==> src/rtl/core/rfpclm_pkg.sv <==
// Shared constants, register indexes and request codes for the pulse code
// learn and match block. Depends on nothing.
`timescale 1ns / 1ps
`default_nettype none

package rfpclm_pkg;

    localparam int BUFFER_DEPTH_DEF = 64;
    localparam int TIMING_BITS_DEF  = 16;

    localparam int MIN_VALID_PULSE  = 5;

    localparam int TOL_W       = 8;
    localparam int EDGE_W      = 7;
    localparam int SYNC_W      = 16;
    localparam int PULSE_W     = 16;
    localparam int LEN_W       = 7;
    localparam int CFG_INDEX_W = 3;
    localparam int CFG_DATA_W  = 16;

    typedef enum logic [CFG_INDEX_W-1:0] {
        CFG_TOL_FIRST    = 3'd0,
        CFG_TOL_REST     = 3'd1,
        CFG_MIN_EDGES    = 3'd2,
        CFG_SYNC_FLOOR   = 3'd3,
        CFG_SYNC_CEILING = 3'd4
    } cfg_index_t;

    localparam logic REQ_PULSE = 1'b0;
    localparam logic REQ_LEARN = 1'b1;

    localparam logic [TOL_W-1:0]  TOL_FIRST_RST    = 8'd26;
    localparam logic [TOL_W-1:0]  TOL_REST_RST     = 8'd51;
    localparam logic [EDGE_W-1:0] MIN_EDGES_RST    = 7'd24;
    localparam logic [SYNC_W-1:0] SYNC_FLOOR_RST   = 16'd0;
    localparam logic [SYNC_W-1:0] SYNC_CEILING_RST = 16'hFFFF;

endpackage

`default_nettype wire

==> src/rtl/core/rfpclm_code_mem.sv <==
// Code store, used by the top level as two banks: one write port and one
// read port with registered read data. Depends on nothing.
`timescale 1ns / 1ps
`default_nettype none

module rfpclm_code_mem #(
    parameter int DEPTH  = 128,
    parameter int DATA_W = 16
) (
    input  logic                     clk,
    input  logic                     wr_en,
    input  logic [$clog2(DEPTH)-1:0] wr_addr,
    input  logic [DATA_W-1:0]        wr_data,
    input  logic                     rd_en,
    input  logic [$clog2(DEPTH)-1:0] rd_addr,
    output logic [DATA_W-1:0]        rd_data
);

    logic [DATA_W-1:0] mem [DEPTH];
    logic [DATA_W-1:0] rd_data_reg;

    always_ff @(posedge clk)
    begin
        if (wr_en)
        begin
            mem[wr_addr] <= wr_data;
        end
    end

    always_ff @(posedge clk)
    begin
        if (rd_en)
        begin
            rd_data_reg <= mem[rd_addr];
        end
    end

    assign rd_data = rd_data_reg;

endmodule

`default_nettype wire

==> src/rtl/core/rf_pulse_code_learn_match.sv <==
// Top level of the RF pulse code learn and match block: request pipeline,
// window arithmetic and result register. Depends on rfpclm_pkg and
// rfpclm_code_mem.
//
// Each input request carries one pulse duration of a received frame, with
// frame_end on the last one, or (req_type learn) a command to learn the next
// frame. Only a request with frame_end and req_type pulse gives a result.
// Configuration registers are written through cfg_wr_en, cfg_index and
// cfg_data in a single cycle and must only change while the block is idle.
// The pipeline has three steps: the code store is read on acceptance, the
// tolerance product is formed in the first stage and the window compare
// in the second stage, whose result is loaded into the output register.
// One request is taken per cycle while in_ready is high; the single store
// read port and the multiplier each serve one request a cycle. After
// reset the stored code is empty, so every frame matches, the sync window
// reads zero and the store contents are undefined; no clearing pass is
// run. When the receiver stalls, requests keep flowing until a result is
// held in the final stage behind a full output register and a request
// waits in the first stage; then in_ready falls until the result is taken.
`timescale 1ns / 1ps
`default_nettype none

module rf_pulse_code_learn_match #(
    parameter int BUFFER_DEPTH = rfpclm_pkg::BUFFER_DEPTH_DEF,
    parameter int TIMING_BITS  = rfpclm_pkg::TIMING_BITS_DEF
) (
    input  logic                               clk,
    input  logic                               rst_n,
    input  logic                               cfg_wr_en,
    input  logic [rfpclm_pkg::CFG_INDEX_W-1:0] cfg_index,
    input  logic [rfpclm_pkg::CFG_DATA_W-1:0]  cfg_data,
    input  logic                               in_valid,
    output logic                               in_ready,
    input  logic                               req_type,
    input  logic [rfpclm_pkg::PULSE_W-1:0]     pulse_len,
    input  logic                               frame_end,
    output logic                               out_valid,
    input  logic                               out_ready,
    output logic                               matched,
    output logic                               learned,
    output logic [rfpclm_pkg::LEN_W-1:0]       code_length,
    output logic [rfpclm_pkg::SYNC_W-1:0]      sync_low,
    output logic [rfpclm_pkg::SYNC_W-1:0]      sync_high
);

    import rfpclm_pkg::*;

    localparam int AW  = $clog2(BUFFER_DEPTH);
    localparam int PW  = $clog2(BUFFER_DEPTH + 1);
    localparam int TB  = TIMING_BITS;
    localparam int CW  = ((TB > SYNC_W) ? TB : SYNC_W) + 1;
    localparam int EW  = (PW > EDGE_W) ? PW : EDGE_W;
    localparam int MW  = TB + TOL_W;

    // Configuration registers.
    logic [TOL_W-1:0]  tol_first_reg;
    logic [TOL_W-1:0]  tol_rest_reg;
    logic [EDGE_W-1:0] min_edges_reg;
    logic [SYNC_W-1:0] sync_floor_reg;
    logic [SYNC_W-1:0] sync_ceiling_reg;

    always_ff @(posedge clk or negedge rst_n)
    begin
        if (!rst_n)
        begin
            tol_first_reg    <= TOL_FIRST_RST;
            tol_rest_reg     <= TOL_REST_RST;
            min_edges_reg    <= MIN_EDGES_RST;
            sync_floor_reg   <= SYNC_FLOOR_RST;
            sync_ceiling_reg <= SYNC_CEILING_RST;
        end
        else if (cfg_wr_en)
        begin
            case (cfg_index)
                CFG_TOL_FIRST:    tol_first_reg    <= cfg_data[TOL_W-1:0];
                CFG_TOL_REST:     tol_rest_reg     <= cfg_data[TOL_W-1:0];
                CFG_MIN_EDGES:    min_edges_reg    <= cfg_data[EDGE_W-1:0];
                CFG_SYNC_FLOOR:   sync_floor_reg   <= cfg_data[SYNC_W-1:0];
                CFG_SYNC_CEILING: sync_ceiling_reg <= cfg_data[SYNC_W-1:0];
                default:          ;
            endcase
        end
    end

    // Frame state, updated as each request is accepted.
    logic          learning_reg,     learning_next;
    logic          active_bank_reg,  active_bank_next;
    logic [PW-1:0] stored_len_reg,   stored_len_next;
    logic [PW-1:0] frame_pos_reg,    frame_pos_next;
    logic          short_seen_reg,   short_seen_next;
    logic [TB-1:0] first_pulse_reg,  first_pulse_next;

    logic          s1_go;
    logic          in_acc;
    logic          is_learn_req;
    logic [31:0]   pulse_ext;
    logic [TB-1:0] pulse_w;
    logic          in_buf;
    logic [PW-1:0] pos_inc;
    logic          check;
    logic          short_all;
    logic [TB-1:0] first_now;
    logic          learn_ok;
    logic          tail_miss;

    assign in_ready     = s1_go;
    assign in_acc       = in_valid && in_ready;
    assign is_learn_req = (req_type == REQ_LEARN);
    assign pulse_ext    = 32'(pulse_len);
    assign pulse_w      = pulse_ext[TB-1:0];
    assign in_buf       = (frame_pos_reg < PW'(BUFFER_DEPTH));
    assign pos_inc      = in_buf ? (frame_pos_reg + PW'(1)) : frame_pos_reg;
    assign check        = !learning_reg && in_buf && (frame_pos_reg < stored_len_reg);
    assign short_all    = short_seen_reg
                          || (learning_reg && in_buf && (pulse_w < TB'(MIN_VALID_PULSE)));
    assign first_now    = (learning_reg && in_buf && (frame_pos_reg == '0)) ?
                          pulse_w : first_pulse_reg;
    assign learn_ok     = learning_reg && frame_end && !short_all
                          && (EW'(pos_inc) >= EW'(min_edges_reg));
    assign tail_miss    = !learning_reg && (pos_inc < stored_len_reg);

    always_comb
    begin
        learning_next    = learning_reg;
        active_bank_next = active_bank_reg;
        stored_len_next  = stored_len_reg;
        frame_pos_next   = frame_pos_reg;
        short_seen_next  = short_seen_reg;
        first_pulse_next = first_pulse_reg;
        if (in_acc)
        begin
            if (is_learn_req)
            begin
                learning_next   = 1'b1;
                frame_pos_next  = '0;
                short_seen_next = 1'b0;
            end
            else
            begin
                first_pulse_next = first_now;
                if (frame_end)
                begin
                    frame_pos_next  = '0;
                    short_seen_next = 1'b0;
                    if (learn_ok)
                    begin
                        learning_next    = 1'b0;
                        active_bank_next = !active_bank_reg;
                        stored_len_next  = pos_inc;
                    end
                end
                else
                begin
                    frame_pos_next  = pos_inc;
                    short_seen_next = short_all;
                end
            end
        end
    end

    always_ff @(posedge clk or negedge rst_n)
    begin
        if (!rst_n)
        begin
            learning_reg    <= 1'b0;
            active_bank_reg <= 1'b0;
            stored_len_reg  <= '0;
            frame_pos_reg   <= '0;
            short_seen_reg  <= 1'b0;
            first_pulse_reg <= '0;
        end
        else
        begin
            learning_reg    <= learning_next;
            active_bank_reg <= active_bank_next;
            stored_len_reg  <= stored_len_next;
            frame_pos_reg   <= frame_pos_next;
            short_seen_reg  <= short_seen_next;
            first_pulse_reg <= first_pulse_next;
        end
    end

    // Learning writes the inactive bank and matching reads the active one,
    // so a read and a write in the same cycle never meet at one entry.
    logic          mem_wr_en;
    logic          mem_rd_en;
    logic [AW:0]   mem_wr_addr;
    logic [AW:0]   mem_rd_addr;
    logic [TB-1:0] mem_rd_data;

    assign mem_wr_en   = in_acc && !is_learn_req && learning_reg && in_buf;
    assign mem_rd_en   = in_acc && !is_learn_req && check;
    assign mem_wr_addr = {!active_bank_reg, frame_pos_reg[AW-1:0]};
    assign mem_rd_addr = {active_bank_reg, frame_pos_reg[AW-1:0]};

    rfpclm_code_mem #(
        .DEPTH  (2 ** (AW + 1)),
        .DATA_W (TB)
    ) u_code_mem (
        .clk     (clk),
        .wr_en   (mem_wr_en),
        .wr_addr (mem_wr_addr),
        .wr_data (pulse_w),
        .rd_en   (mem_rd_en),
        .rd_addr (mem_rd_addr),
        .rd_data (mem_rd_data)
    );

    // First stage: store read data arrives and the tolerance product is formed.
    logic             s1_valid_reg;
    logic             s1_check_reg;
    logic             s1_clr_reg;
    logic             s1_res_reg;
    logic             s1_learned_reg;
    logic             s1_run_reg;
    logic             s1_tail_reg;
    logic [TB-1:0]    s1_pulse_reg;
    logic [TB-1:0]    s1_first_reg;
    logic [TOL_W-1:0] s1_tol_reg;
    logic [LEN_W-1:0] s1_len_reg;

    logic             s2_go;

    assign s1_go = !s1_valid_reg || s2_go;

    always_ff @(posedge clk or negedge rst_n)
    begin
        if (!rst_n)
        begin
            s1_valid_reg <= 1'b0;
        end
        else if (s1_go)
        begin
            s1_valid_reg <= in_acc;
        end
    end

    always_ff @(posedge clk)
    begin
        if (in_acc)
        begin
            s1_check_reg   <= !is_learn_req && check;
            s1_clr_reg     <= is_learn_req || frame_end;
            s1_res_reg     <= !is_learn_req && frame_end;
            s1_learned_reg <= !is_learn_req && learn_ok;
            s1_run_reg     <= !learning_reg;
            s1_tail_reg    <= tail_miss;
            s1_pulse_reg   <= pulse_w;
            s1_first_reg   <= first_now;
            s1_tol_reg     <= (check && (frame_pos_reg != '0)) ? tol_rest_reg : tol_first_reg;
            s1_len_reg     <= LEN_W'(learn_ok ? pos_inc : stored_len_reg);
        end
    end

    logic [TB-1:0] mul_a;
    logic [MW-1:0] product;

    assign mul_a   = s1_learned_reg ? s1_first_reg : mem_rd_data;
    assign product = MW'(mul_a) * MW'(s1_tol_reg);

    // Second stage: window compare, sync clamp and mismatch accumulation.
    logic             s2_valid_reg;
    logic             s2_check_reg;
    logic             s2_clr_reg;
    logic             s2_res_reg;
    logic             s2_learned_reg;
    logic             s2_run_reg;
    logic             s2_tail_reg;
    logic [TB-1:0]    s2_pulse_reg;
    logic [TB-1:0]    s2_s_reg;
    logic [TB-1:0]    s2_delta_reg;
    logic [LEN_W-1:0] s2_len_reg;

    logic out_free;

    assign out_free = !out_valid || out_ready;
    assign s2_go    = !s2_valid_reg || !s2_res_reg || out_free;

    always_ff @(posedge clk or negedge rst_n)
    begin
        if (!rst_n)
        begin
            s2_valid_reg <= 1'b0;
        end
        else if (s2_go)
        begin
            s2_valid_reg <= s1_valid_reg;
        end
    end

    always_ff @(posedge clk)
    begin
        if (s2_go && s1_valid_reg)
        begin
            s2_check_reg   <= s1_check_reg;
            s2_clr_reg     <= s1_clr_reg;
            s2_res_reg     <= s1_res_reg;
            s2_learned_reg <= s1_learned_reg;
            s2_run_reg     <= s1_run_reg;
            s2_tail_reg    <= s1_tail_reg;
            s2_pulse_reg   <= s1_pulse_reg;
            s2_s_reg       <= mul_a;
            s2_delta_reg   <= product[MW-1:TOL_W];
            s2_len_reg     <= s1_len_reg;
        end
    end

    logic              s2_fire;
    logic [TB-1:0]     win_lo;
    logic [TB:0]       win_hi;
    logic              miss;
    logic              mism_acc_reg, mism_acc_next;
    logic              match_val;
    logic [CW-1:0]     lo_clamp;
    logic [CW-1:0]     hi_clamp;
    logic [SYNC_W-1:0] sync_low_reg,  sync_low_next;
    logic [SYNC_W-1:0] sync_high_reg, sync_high_next;

    assign s2_fire   = s2_valid_reg && s2_go;
    assign win_lo    = s2_s_reg - s2_delta_reg;
    assign win_hi    = {1'b0, s2_s_reg} + {1'b0, s2_delta_reg};
    assign miss      = s2_check_reg
                       && ((s2_pulse_reg < win_lo) || ({1'b0, s2_pulse_reg} > win_hi));
    assign match_val = s2_run_reg && !(mism_acc_reg || miss || s2_tail_reg);
    assign lo_clamp  = (CW'(win_lo) < CW'(sync_floor_reg)) ?
                       CW'(sync_floor_reg) : CW'(win_lo);
    assign hi_clamp  = (CW'(win_hi) > CW'(sync_ceiling_reg)) ?
                       CW'(sync_ceiling_reg) : CW'(win_hi);

    always_comb
    begin
        mism_acc_next  = mism_acc_reg;
        sync_low_next  = sync_low_reg;
        sync_high_next = sync_high_reg;
        if (s2_fire)
        begin
            mism_acc_next = s2_clr_reg ? 1'b0 : (mism_acc_reg || miss);
            if (s2_learned_reg)
            begin
                sync_low_next  = lo_clamp[SYNC_W-1:0];
                sync_high_next = hi_clamp[SYNC_W-1:0];
            end
        end
    end

    always_ff @(posedge clk or negedge rst_n)
    begin
        if (!rst_n)
        begin
            mism_acc_reg  <= 1'b0;
            sync_low_reg  <= '0;
            sync_high_reg <= '0;
        end
        else
        begin
            mism_acc_reg  <= mism_acc_next;
            sync_low_reg  <= sync_low_next;
            sync_high_reg <= sync_high_next;
        end
    end

    // Output register.
    logic              out_valid_reg;
    logic              matched_reg;
    logic              learned_reg;
    logic [LEN_W-1:0]  code_length_reg;
    logic [SYNC_W-1:0] out_sync_low_reg;
    logic [SYNC_W-1:0] out_sync_high_reg;
    logic              out_load;

    assign out_load = s2_valid_reg && s2_res_reg && out_free;

    always_ff @(posedge clk or negedge rst_n)
    begin
        if (!rst_n)
        begin
            out_valid_reg <= 1'b0;
        end
        else if (out_load)
        begin
            out_valid_reg <= 1'b1;
        end
        else if (out_ready)
        begin
            out_valid_reg <= 1'b0;
        end
    end

    always_ff @(posedge clk)
    begin
        if (out_load)
        begin
            matched_reg       <= match_val;
            learned_reg       <= s2_learned_reg;
            code_length_reg   <= s2_len_reg;
            out_sync_low_reg  <= sync_low_next;
            out_sync_high_reg <= sync_high_next;
        end
    end

    assign out_valid   = out_valid_reg;
    assign matched     = matched_reg;
    assign learned     = learned_reg;
    assign code_length = code_length_reg;
    assign sync_low    = out_sync_low_reg;
    assign sync_high   = out_sync_high_reg;

    assert property (@(posedge clk) disable iff (!rst_n)
        frame_pos_reg <= PW'(BUFFER_DEPTH))
        else $error("frame position ran past the buffer depth");

    assert property (@(posedge clk) disable iff (!rst_n)
        out_valid_reg |-> !(matched_reg && learned_reg))
        else $error("a result reports both a match and a learned code");

    assert property (@(posedge clk) disable iff (!rst_n)
        (in_acc && (req_type == REQ_LEARN)) |=> (learning_reg && (frame_pos_reg == '0)))
        else $error("learn request did not restart the frame in learn mode");

    assert property (@(posedge clk) disable iff (!rst_n)
        (in_acc && !is_learn_req && learn_ok)
        |=> (!learning_reg && (active_bank_reg != $past(active_bank_reg))))
        else $error("a learned frame did not swap the code bank");

endmodule

`default_nettype wire
==> config.mk <==
export PLATFORM = sky130hd
export DESIGN_NAME = rf_pulse_code_learn_match
export DESIGN_NICKNAME = d
export VERILOG_FILES = /design/src/rtl/core/rfpclm_pkg.sv /design/src/rtl/core/rfpclm_code_mem.sv /design/src/rtl/core/rf_pulse_code_learn_match.sv
export SDC_FILE = /design/constraint.sdc
export NUM_CORES = 2
export LEC_CHECK = 0
export BUFFER_PORTS_ARGS = -buffer_cell sky130_fd_sc_hd__buf_2
export CAP_MARGIN = 20
export CORE_ASPECT_RATIO = 1.2
export CORE_MARGIN = 2
export CORE_UTILIZATION = 57
export DETAILED_ROUTE_END_ITERATION = 7
export PLACE_DENSITY = 0.78
export SLEW_MARGIN = 0
export SYNTH_ARGS = -nofsm -noshare
export SYNTH_HDL_FRONTEND = slang
export SYNTH_HIERARCHICAL = 1
export SYNTH_SLANG_ARGS = --single-unit
==> constraint.sdc <==
create_clock -name clk -period 5.73 [get_ports clk]
set_input_delay 0.573 -clock clk [delete_from_list [all_inputs] [get_ports clk]]
set_output_delay 0.573 -clock clk [all_outputs]
set_load 0.1 [all_outputs]
## Word level (Yosys, flattened, before mapping)

Memory sizes are Yosys's and may differ from the RTL's. A register that Yosys moved wholly into a read port is not among the register bits.
Cells that the tools add are included.
Widths: inputs -> output; s select.

| storage, ports and cells | value |
|---|---|
| register bits | 279 |
| bits in writable memories | 2048 |
| output and inout bits | 43 |
| logic and storage cells | 141 |
| memories | 1 |

| operators by class | value |
|---|---|
| $add $sub $neg | 3 |
| multipliers | 1 |
| $lt $le $gt $ge | 9 |
| eq/ne operators | 4 |
| mux-type cells | 23 |
| bitwise gates (word level) | 1 |
| reduce and logical (&&, ||, !) cells | 57 |

Memory list:

| name | depth | bits a word | read ports | clocked after Yosys merged registers in | write ports | line | text |
|---|---|---|---|---|---|---|---|
| u_code_mem.mem | 128 | 16 | 1 | 1 | 1 | rfpclm_code_mem.sv:19 | `logic [DATA_W-1:0] mem [DEPTH];` |

Operators by type and width:

| cell | count |
|---|---|
| $mux 16 | 8 |
| $lt 16x16->1 | 2 |
| $mux 7 | 4 |
| $logic_and 1x1->1 | 24 |
| $mul 16x8->24 | 1 |
| $add 16x16->17 | 1 |
| $gt 16x17->1 | 1 |
| $gt 17x16->1 | 1 |
| $lt 16x3->1 const B | 1 |
| $sub 16x16->16 | 1 |
| $lt 7x7->1 | 2 |
| $reduce_and 2->1 | 6 |
| $mux 1 | 10 |
| $logic_not 1->1 | 9 |
| $logic_or 1x1->1 | 9 |
| $mux 8 | 1 |
| $add 7x1->7 const B | 1 |
| $ge 7x7->1 | 1 |
| $logic_not 7->1 | 1 |
| $lt 7x7->1 const B | 1 |
| $reduce_bool 7->1 | 1 |
| $eq 3x2->1 const B | 2 |
| $reduce_and 3->1 | 2 |
| $reduce_bool 2->1 | 3 |
| other kinds (5) | 5 |

## Logic depth before layout (Yosys ltp)

| depth | value |
|---|---|
| depth in word-level cells | 10 |
| gate-level depth with buffers | 22 |
| mapped depth without buffers | 21 |

## Modules after synthesis

The synthesis kept the hierarchy.

Modules (own cells, without submodules):

| module | times used | cells each | area an instance (um2) |
|---|---|---|---|
| rfpclm_code_mem | 1 | 3086 | 78683.0 |
| rf_pulse_code_learn_match | 1 | 1600 | 17930.9 |

## Worst setup path after synthesis

OpenSTA, ideal clock, no wires.

| timing | value |
|---|---|
| kind | reg2reg |
| start point | register s1_learned_reg |
| end point | register s2_delta_reg[13] (data pin) |
| data arrival time | 5636 ps |
| required time | 5472 ps |
| path slack | -163 ps |
| stages on the path, launching flop included | 21 |
| cells stage by stage | edfxtp_1 -> buf_2 -> buf_1 -> mux2i_1 -> nor2b_1 -> fa_1 -> fa_1 -> fa_1 -> inv_1 -> fa_1 -> inv_1 -> ha_1 -> nand4_1 -> nor2_1 -> a221oi_1 -> a21oi_1 -> o311ai_1 -> a21boi_1 -> o21ai_1 -> nor2b_1 -> xnor2_1 |

| between the ends | value |
|---|---|
| word-level cells in the longest chain between the ends | 2 |

Ends and longest elaborated chain:

| element | line | text |
|---|---|---|
| from (decl) | rf_pulse_code_learn_match.sv:214 | `logic s1_learned_reg;` |
| from (signal assigned) | rf_pulse_code_learn_match.sv:245 | `s1_learned_reg <= !is_learn_req && learn_ok;` |
| $mux 16 | rf_pulse_code_learn_match.sv:258 | `assign mul_a = s1_learned_reg ? s1_first_reg : mem_rd_data;` |
| $mul 16x8->24 | rf_pulse_code_learn_match.sv:259 | `assign product = MW'(mul_a) * MW'(s1_tol_reg);` |
| net product[21] | rf_pulse_code_learn_match.sv:256 | `logic [MW-1:0] product;` |
| to (signal assigned) | rf_pulse_code_learn_match.sv:303 | `s2_delta_reg <= product[MW-1:TOL_W];` |
| to (decl) | rf_pulse_code_learn_match.sv:271 | `logic [TB-1:0] s2_delta_reg;` |

The timed path passes the listed nets, and every way through them passes these cells.
A chain may end at the register's enable or synchronous reset.

## Final worst setup path

| timing | value |
|---|---|
| start point | register s1_learned_reg |
| end point | register s2_delta_reg[13] (data pin) |

| between the ends | value |
|---|---|
| word-level cells in the longest chain between the ends | 2 |

Ends and longest elaborated chain:

| element | line | text |
|---|---|---|
| $mux 16 | rf_pulse_code_learn_match.sv:258 |  |
| net mul_a[4] | rf_pulse_code_learn_match.sv:255 | `logic [TB-1:0] mul_a;` |
| $mul 16x8->24 | rf_pulse_code_learn_match.sv:259 |  |
| net product[21] | rf_pulse_code_learn_match.sv:256 |  |

The timed path passes the listed nets, and every way through them passes these cells.

==> metrics.txt <==
# TYPE chip_impl_metric gauge
chip_impl_info{name="status",value="complete, no violations"} 1
chip_impl_metric{name="port_buf_inserts",unit=""} 84
chip_impl_metric{name="number_of_flip_flops_in_the_largest_register",unit=""} 2048
chip_impl_info{name="worstSetupStartpoint",value="s1_learned_reg$_DFFE_PP_"} 1
chip_impl_metric{name="timing.reg2reg.setup_slack",unit="ps"} 170
chip_impl_metric{name="total_power_after_layout",unit="µW"} 41900
chip_impl_metric{name="cts_htree_levels",unit=""} 4
chip_impl_metric{name="power.static_leakage",unit="µW"} 0.0354
chip_impl_metric{name="numClockSinks",unit=""} 2343
chip_impl_metric{name="postRouteWirelength",unit="µm"} 244000
chip_impl_info{name="crit_path_cell_trace",value="buf_6 > mux2_2 > and2_1 > fa_1 > fa_1 > fa_1 > inv_1 > fa_1 > inv_1 > ha_1 > nand4_1 > nor2_1 > a221oi_2 > buf_4 > a21oi_2 > o311ai_2 > buf_4 > a21boi_2 > o21ai_2 > nor2b_4 > xnor2_1"} 1
chip_impl_metric{name="worst_ir_drop_vdd",unit="V"} 0.000368
chip_impl_metric{name="dpl.hpwl",unit="µm"} 141000
chip_impl_metric{name="place.detailed.instances",unit=""} 7069
chip_impl_metric{name="detail_route.wl_per_cell",unit="µm"} 32.5
chip_impl_metric{name="cp_data_arrival_time",unit="ps"} 6170
chip_impl_metric{name="syn-num-nets",unit=""} 4966
chip_impl_metric{name="finalClockSkew",unit="ps"} 28.6
chip_impl_metric{name="grt_pass1_vias",unit=""} 50600
chip_impl_info{name="crit_path_frequent_cell",value="sky130_fd_sc_hd__fa_1"} 1
chip_impl_metric{name="detailroute.via_count",unit=""} 49600
chip_impl_metric{name="worstPathBufferInverterCount",unit=""} 5
chip_impl_metric{name="post_syn_area",unit="µm²"} 96600
chip_impl_metric{name="clk_latency",unit="ps"} 870
chip_impl_info{name="cpLargestDelayFamily",value="adder cells"} 1
chip_impl_info{name="timing_worst_setup_path_type",value="flip-flop to flip-flop"} 1
chip_impl_metric{name="timing.critical_path.depth",unit=""} 21
chip_impl_metric{name="core_footprint",unit="µm²"} 168000
chip_impl_metric{name="synth.yosys.seq_area_share",unit="%"} 72.2
chip_impl_metric{name="drive_above_1_share",unit="%"} 29.3
chip_impl_metric{name="globalRoute.totalOverflow",unit=""} 0
chip_impl_metric{name="synth_area_per_cell",unit="µm²"} 20.6
chip_impl_info{name="timing.hold.worst.class",value="input port to flip-flop"} 1
chip_impl_info{name="worst_r2r_startpoint",value="s1_learned_reg$_DFFE_PP_"} 1
chip_impl_metric{name="post_synth_edffs",unit=""} 2219
chip_impl_info{name="layout_commonest_cell",value="sky130_fd_sc_hd__edfxtp_1"} 1
chip_impl_info{name="root_buffer",value="sky130_fd_sc_hd__clkbuf_16"} 1
chip_impl_info{name="terminus_of_the_critical_flop_to_flop_path",value="s2_delta_reg[13]$_DFFE_PP_"} 1
chip_impl_metric{name="power_density",unit="nW/µm²"} 387
chip_impl_info{name="dominantRegCellSynth",value="sky130_fd_sc_hd__edfxtp_1"} 1
chip_impl_metric{name="detailedRoute.firstIterationViolations",unit=""} 6628
chip_impl_metric{name="synth_cell_type_count",unit=""} 75
chip_impl_metric{name="setup_viol",unit=""} 0
chip_impl_metric{name="drt_drc_violations_left",unit=""} 0
chip_impl_metric{name="maxClockFrequency",unit="GHz"} 0.180
chip_impl_metric{name="placementRows",unit=""} 165
chip_impl_metric{name="chipWidth",unit="µm"} 380
chip_impl_info{name="post-synth-top-area-cell",value="sky130_fd_sc_hd__edfxtp_1"} 1
chip_impl_info{name="cp-end-kind",value="flip-flop"} 1
chip_impl_info{name="startpoint_type",value="flip-flop"} 1
chip_impl_metric{name="timing_worst_slew_pin_value",unit="ps"} 1090
chip_impl_metric{name="grt_util_all_layers",unit="%"} 28.4
chip_impl_info{name="largest_cells_by_area_after_synthesis",value="sky130_fd_sc_hd__edfxtp_1, sky130_fd_sc_hd__mux4_2, sky130_fd_sc_hd__dfrtp_1, sky130_fd_sc_hd__ha_1, sky130_fd_sc_hd__fa_1"} 1
chip_impl_metric{name="postSynthCellCount",unit=""} 4686
chip_impl_metric{name="clkTransAtPathRegs",unit="ps"} 60
chip_impl_info{name="timing.critical_path.to",value="s2_delta_reg[13]$_DFFE_PP_"} 1
chip_impl_metric{name="final.hold.worst_slack",unit="ps"} 66.7
chip_impl_metric{name="place_congestion",unit=""} 0.899
chip_impl_metric{name="timing.final.crit_share",unit="%"} 97.1
chip_impl_metric{name="antenna_found_initial",unit=""} 12
chip_impl_metric{name="initial_standard_cell_utilization_of_the_core",unit="%"} 57.4
chip_impl_metric{name="bufs_on_longest_clock_path",unit=""} 3
chip_impl_metric{name="largest_net_degree_at_the_start_of_global_routing",unit=""} 108
chip_impl_metric{name="timing.critical_path.fanout_max",unit=""} 8
chip_impl_metric{name="timing_hold_violations_final",unit=""} 0
chip_impl_info{name="crit_slowest_cell",value="sky130_fd_sc_hd__fa_1"} 1
chip_impl_metric{name="ys_warn_count",unit=""} 6
chip_impl_metric{name="final_cells",unit=""} 7487
chip_impl_metric{name="slew_limit_fails",unit=""} 0
chip_impl_metric{name="design.die.area",unit="µm²"} 173000
chip_impl_metric{name="grt_pass1_wl",unit="µm"} 353000
chip_impl_metric{name="post-synth-top-area-fraction",unit="%"} 69.0
chip_impl_metric{name="timing.max_cap.violations",unit=""} 0
chip_impl_metric{name="cts_made_buffers",unit=""} 208
chip_impl_metric{name="synth.ff_latch_count",unit=""} 2343
chip_impl_metric{name="boundaryPins",unit=""} 85
chip_impl_metric{name="drt-pass1-iter-count",unit=""} 6
chip_impl_metric{name="async_flop_share",unit="%"} 5.29
chip_impl_metric{name="die-height",unit="µm"} 455
chip_impl_metric{name="normalized_max_slew_margin",unit="%"} 27.2
chip_impl_metric{name="r2r_cell_count",unit=""} 21
chip_impl_info{name="cts_tree",value="done"} 1
chip_impl_metric{name="remaining_antenna_violation_count",unit=""} 0
chip_impl_metric{name="timing.critical_path.slowest_cell_delay",unit="ps"} 540
chip_impl_metric{name="post_drt_via_cell_ratio",unit=""} 6.62
chip_impl_metric{name="cp_data_required_time",unit="ps"} 6330
chip_impl_metric{name="num-nets-final",unit=""} 5330
chip_impl_metric{name="finalWorstPathRequiredPeriod",unit="ps"} 5560
chip_impl_info{name="layout_common_cells",value="sky130_fd_sc_hd__edfxtp_1, sky130_fd_sc_hd__mux4_2, sky130_fd_sc_hd__buf_4, sky130_fd_sc_hd__inv_1, sky130_fd_sc_hd__clkbuf_16"} 1
chip_impl_metric{name="flow.area_growth_from_synthesis",unit="%"} 12.1
-- layout make-up --
type | count | area [µm²]
multi-input combinational | 1915 | 25400
clock buffer | 261 | 5530
sequential | 2343 | 69800
antenna | 3 | 7.51
tap | 2254 | 2820
timing repair buffer | 364 | 2750
inverter | 218 | 818
clock inverter | 129 | 1220
fill | 10600 | 60100
-- repair_timing --
| action | 4_1_cts | 5_1_grt |
|---|---|---|
| buffers inserted | 0 | 13 |
| pin swaps | 1 | 22 |
| hold buffers | 11 | 0 |
| endpoints found under the hold margin | 60 | 0 |
| setup endpoints to repair | 4 | 7 |
| gates resized for setup | 3 | 41 |
-- cells by family after synthesis --
logic type               Yosys count  synth area share (%)
adder cells (fa/ha/maj)          238                  3.74
flip-flops                      2343                  72.2
XOR/XNOR                          42                 0.409
buffers and inverters            428                  1.77
AO/OA/AOI/OAI                    239                  1.69
multiplexers                     808                  17.2
AND/OR/NAND/NOR                  588                  2.95
-- synth_stat cells (24+ instances only) --
master                     instances
sky130_fd_sc_hd__edfxtp_1       2219
sky130_fd_sc_hd__mux4_2          672
sky130_fd_sc_hd__inv_1           215
sky130_fd_sc_hd__nor2_1          176
sky130_fd_sc_hd__ha_1            153
sky130_fd_sc_hd__nand2_1         122
sky130_fd_sc_hd__clkbuf_1        116
sky130_fd_sc_hd__mux2_2          112
sky130_fd_sc_hd__dfrtp_1          99
sky130_fd_sc_hd__nor2b_1          94
sky130_fd_sc_hd__fa_1             85
sky130_fd_sc_hd__buf_2            59
sky130_fd_sc_hd__o21ai_0          58
sky130_fd_sc_hd__nand3_1          49
sky130_fd_sc_hd__a21oi_1          42
sky130_fd_sc_hd__and2_1           40
sky130_fd_sc_hd__nor3_1           40
sky130_fd_sc_hd__xnor2_1          32
sky130_fd_sc_hd__buf_1            30
sky130_fd_sc_hd__a21o_1           25
sky130_fd_sc_hd__dfstp_2          25
sky130_fd_sc_hd__mux2i_1          24
-- how the worst min path moves through the flow --
stage / start / endpoint / slack (ps) / cells past startpoint
after detailed placement: s2_len_reg[3]$_DFFE_PP_ / code_length[3]$_DFFE_PP_ / 400 / 0
final: cfg_data[7] / sync_ceiling_reg[7]$_DFFE_PN1P_ / 70 / 3
after CTS: cfg_data[5] / sync_ceiling_reg[5]$_DFFE_PN1P_ / 10 / 3
after global routing: cfg_data[5] / sync_ceiling_reg[5]$_DFFE_PN1P_ / 40 / 3
after global placement: s1_run_reg$_DFFE_PP_ / s2_run_reg$_DFFE_PP_ / 400 / 0
after floorplan: rst_n / active_bank_reg$_DFFE_PN0P_ / 280 / 0
-- worst min-delay path: cells and delay by family --
kind	cells	cell delay, ps
AOI/OAI and AO/OA	1	80
buffers and inverters	1	170
and+or+nand+nor	1	90
-- routing by layer --
layer  vias up  global-route usage (%)  wire (µm)
li1      19700                       -          -
met1     26000                    36.6      85500
met2      3211                    47.5     123000
met3       655                    5.60      23300
met4        14                    12.9      12200
met5         -                       0         80
-- power by group --
| part | switching, µW | internal [µW] | leakage, µW |
|---|---|---|---|
| Combinational | 4920 | 3340 | 0.0105 |
| Clock | 6220 | 7760 | 0.00332 |
| Sequential | 252 | 19400 | 0.0215 |
-- stage by stage --
stage | utilization (%) | setup WS, ps | TNS (ps) | area (µm²)
after floorplan | - | 47.1 | 0 | 96600
after global placement | 60.0 | -173 | -535 | 101000
after detailed placement | 60.0 | -217 | -687 | 101000
after CTS | 64.1 | 11.2 | 0 | 108000
after global routing | 64.3 | -53.9 | -129 | 108000
final | 64.3 | 167 | 0 | 108000
No activity file was read; power rests on OpenSTA's default activity.
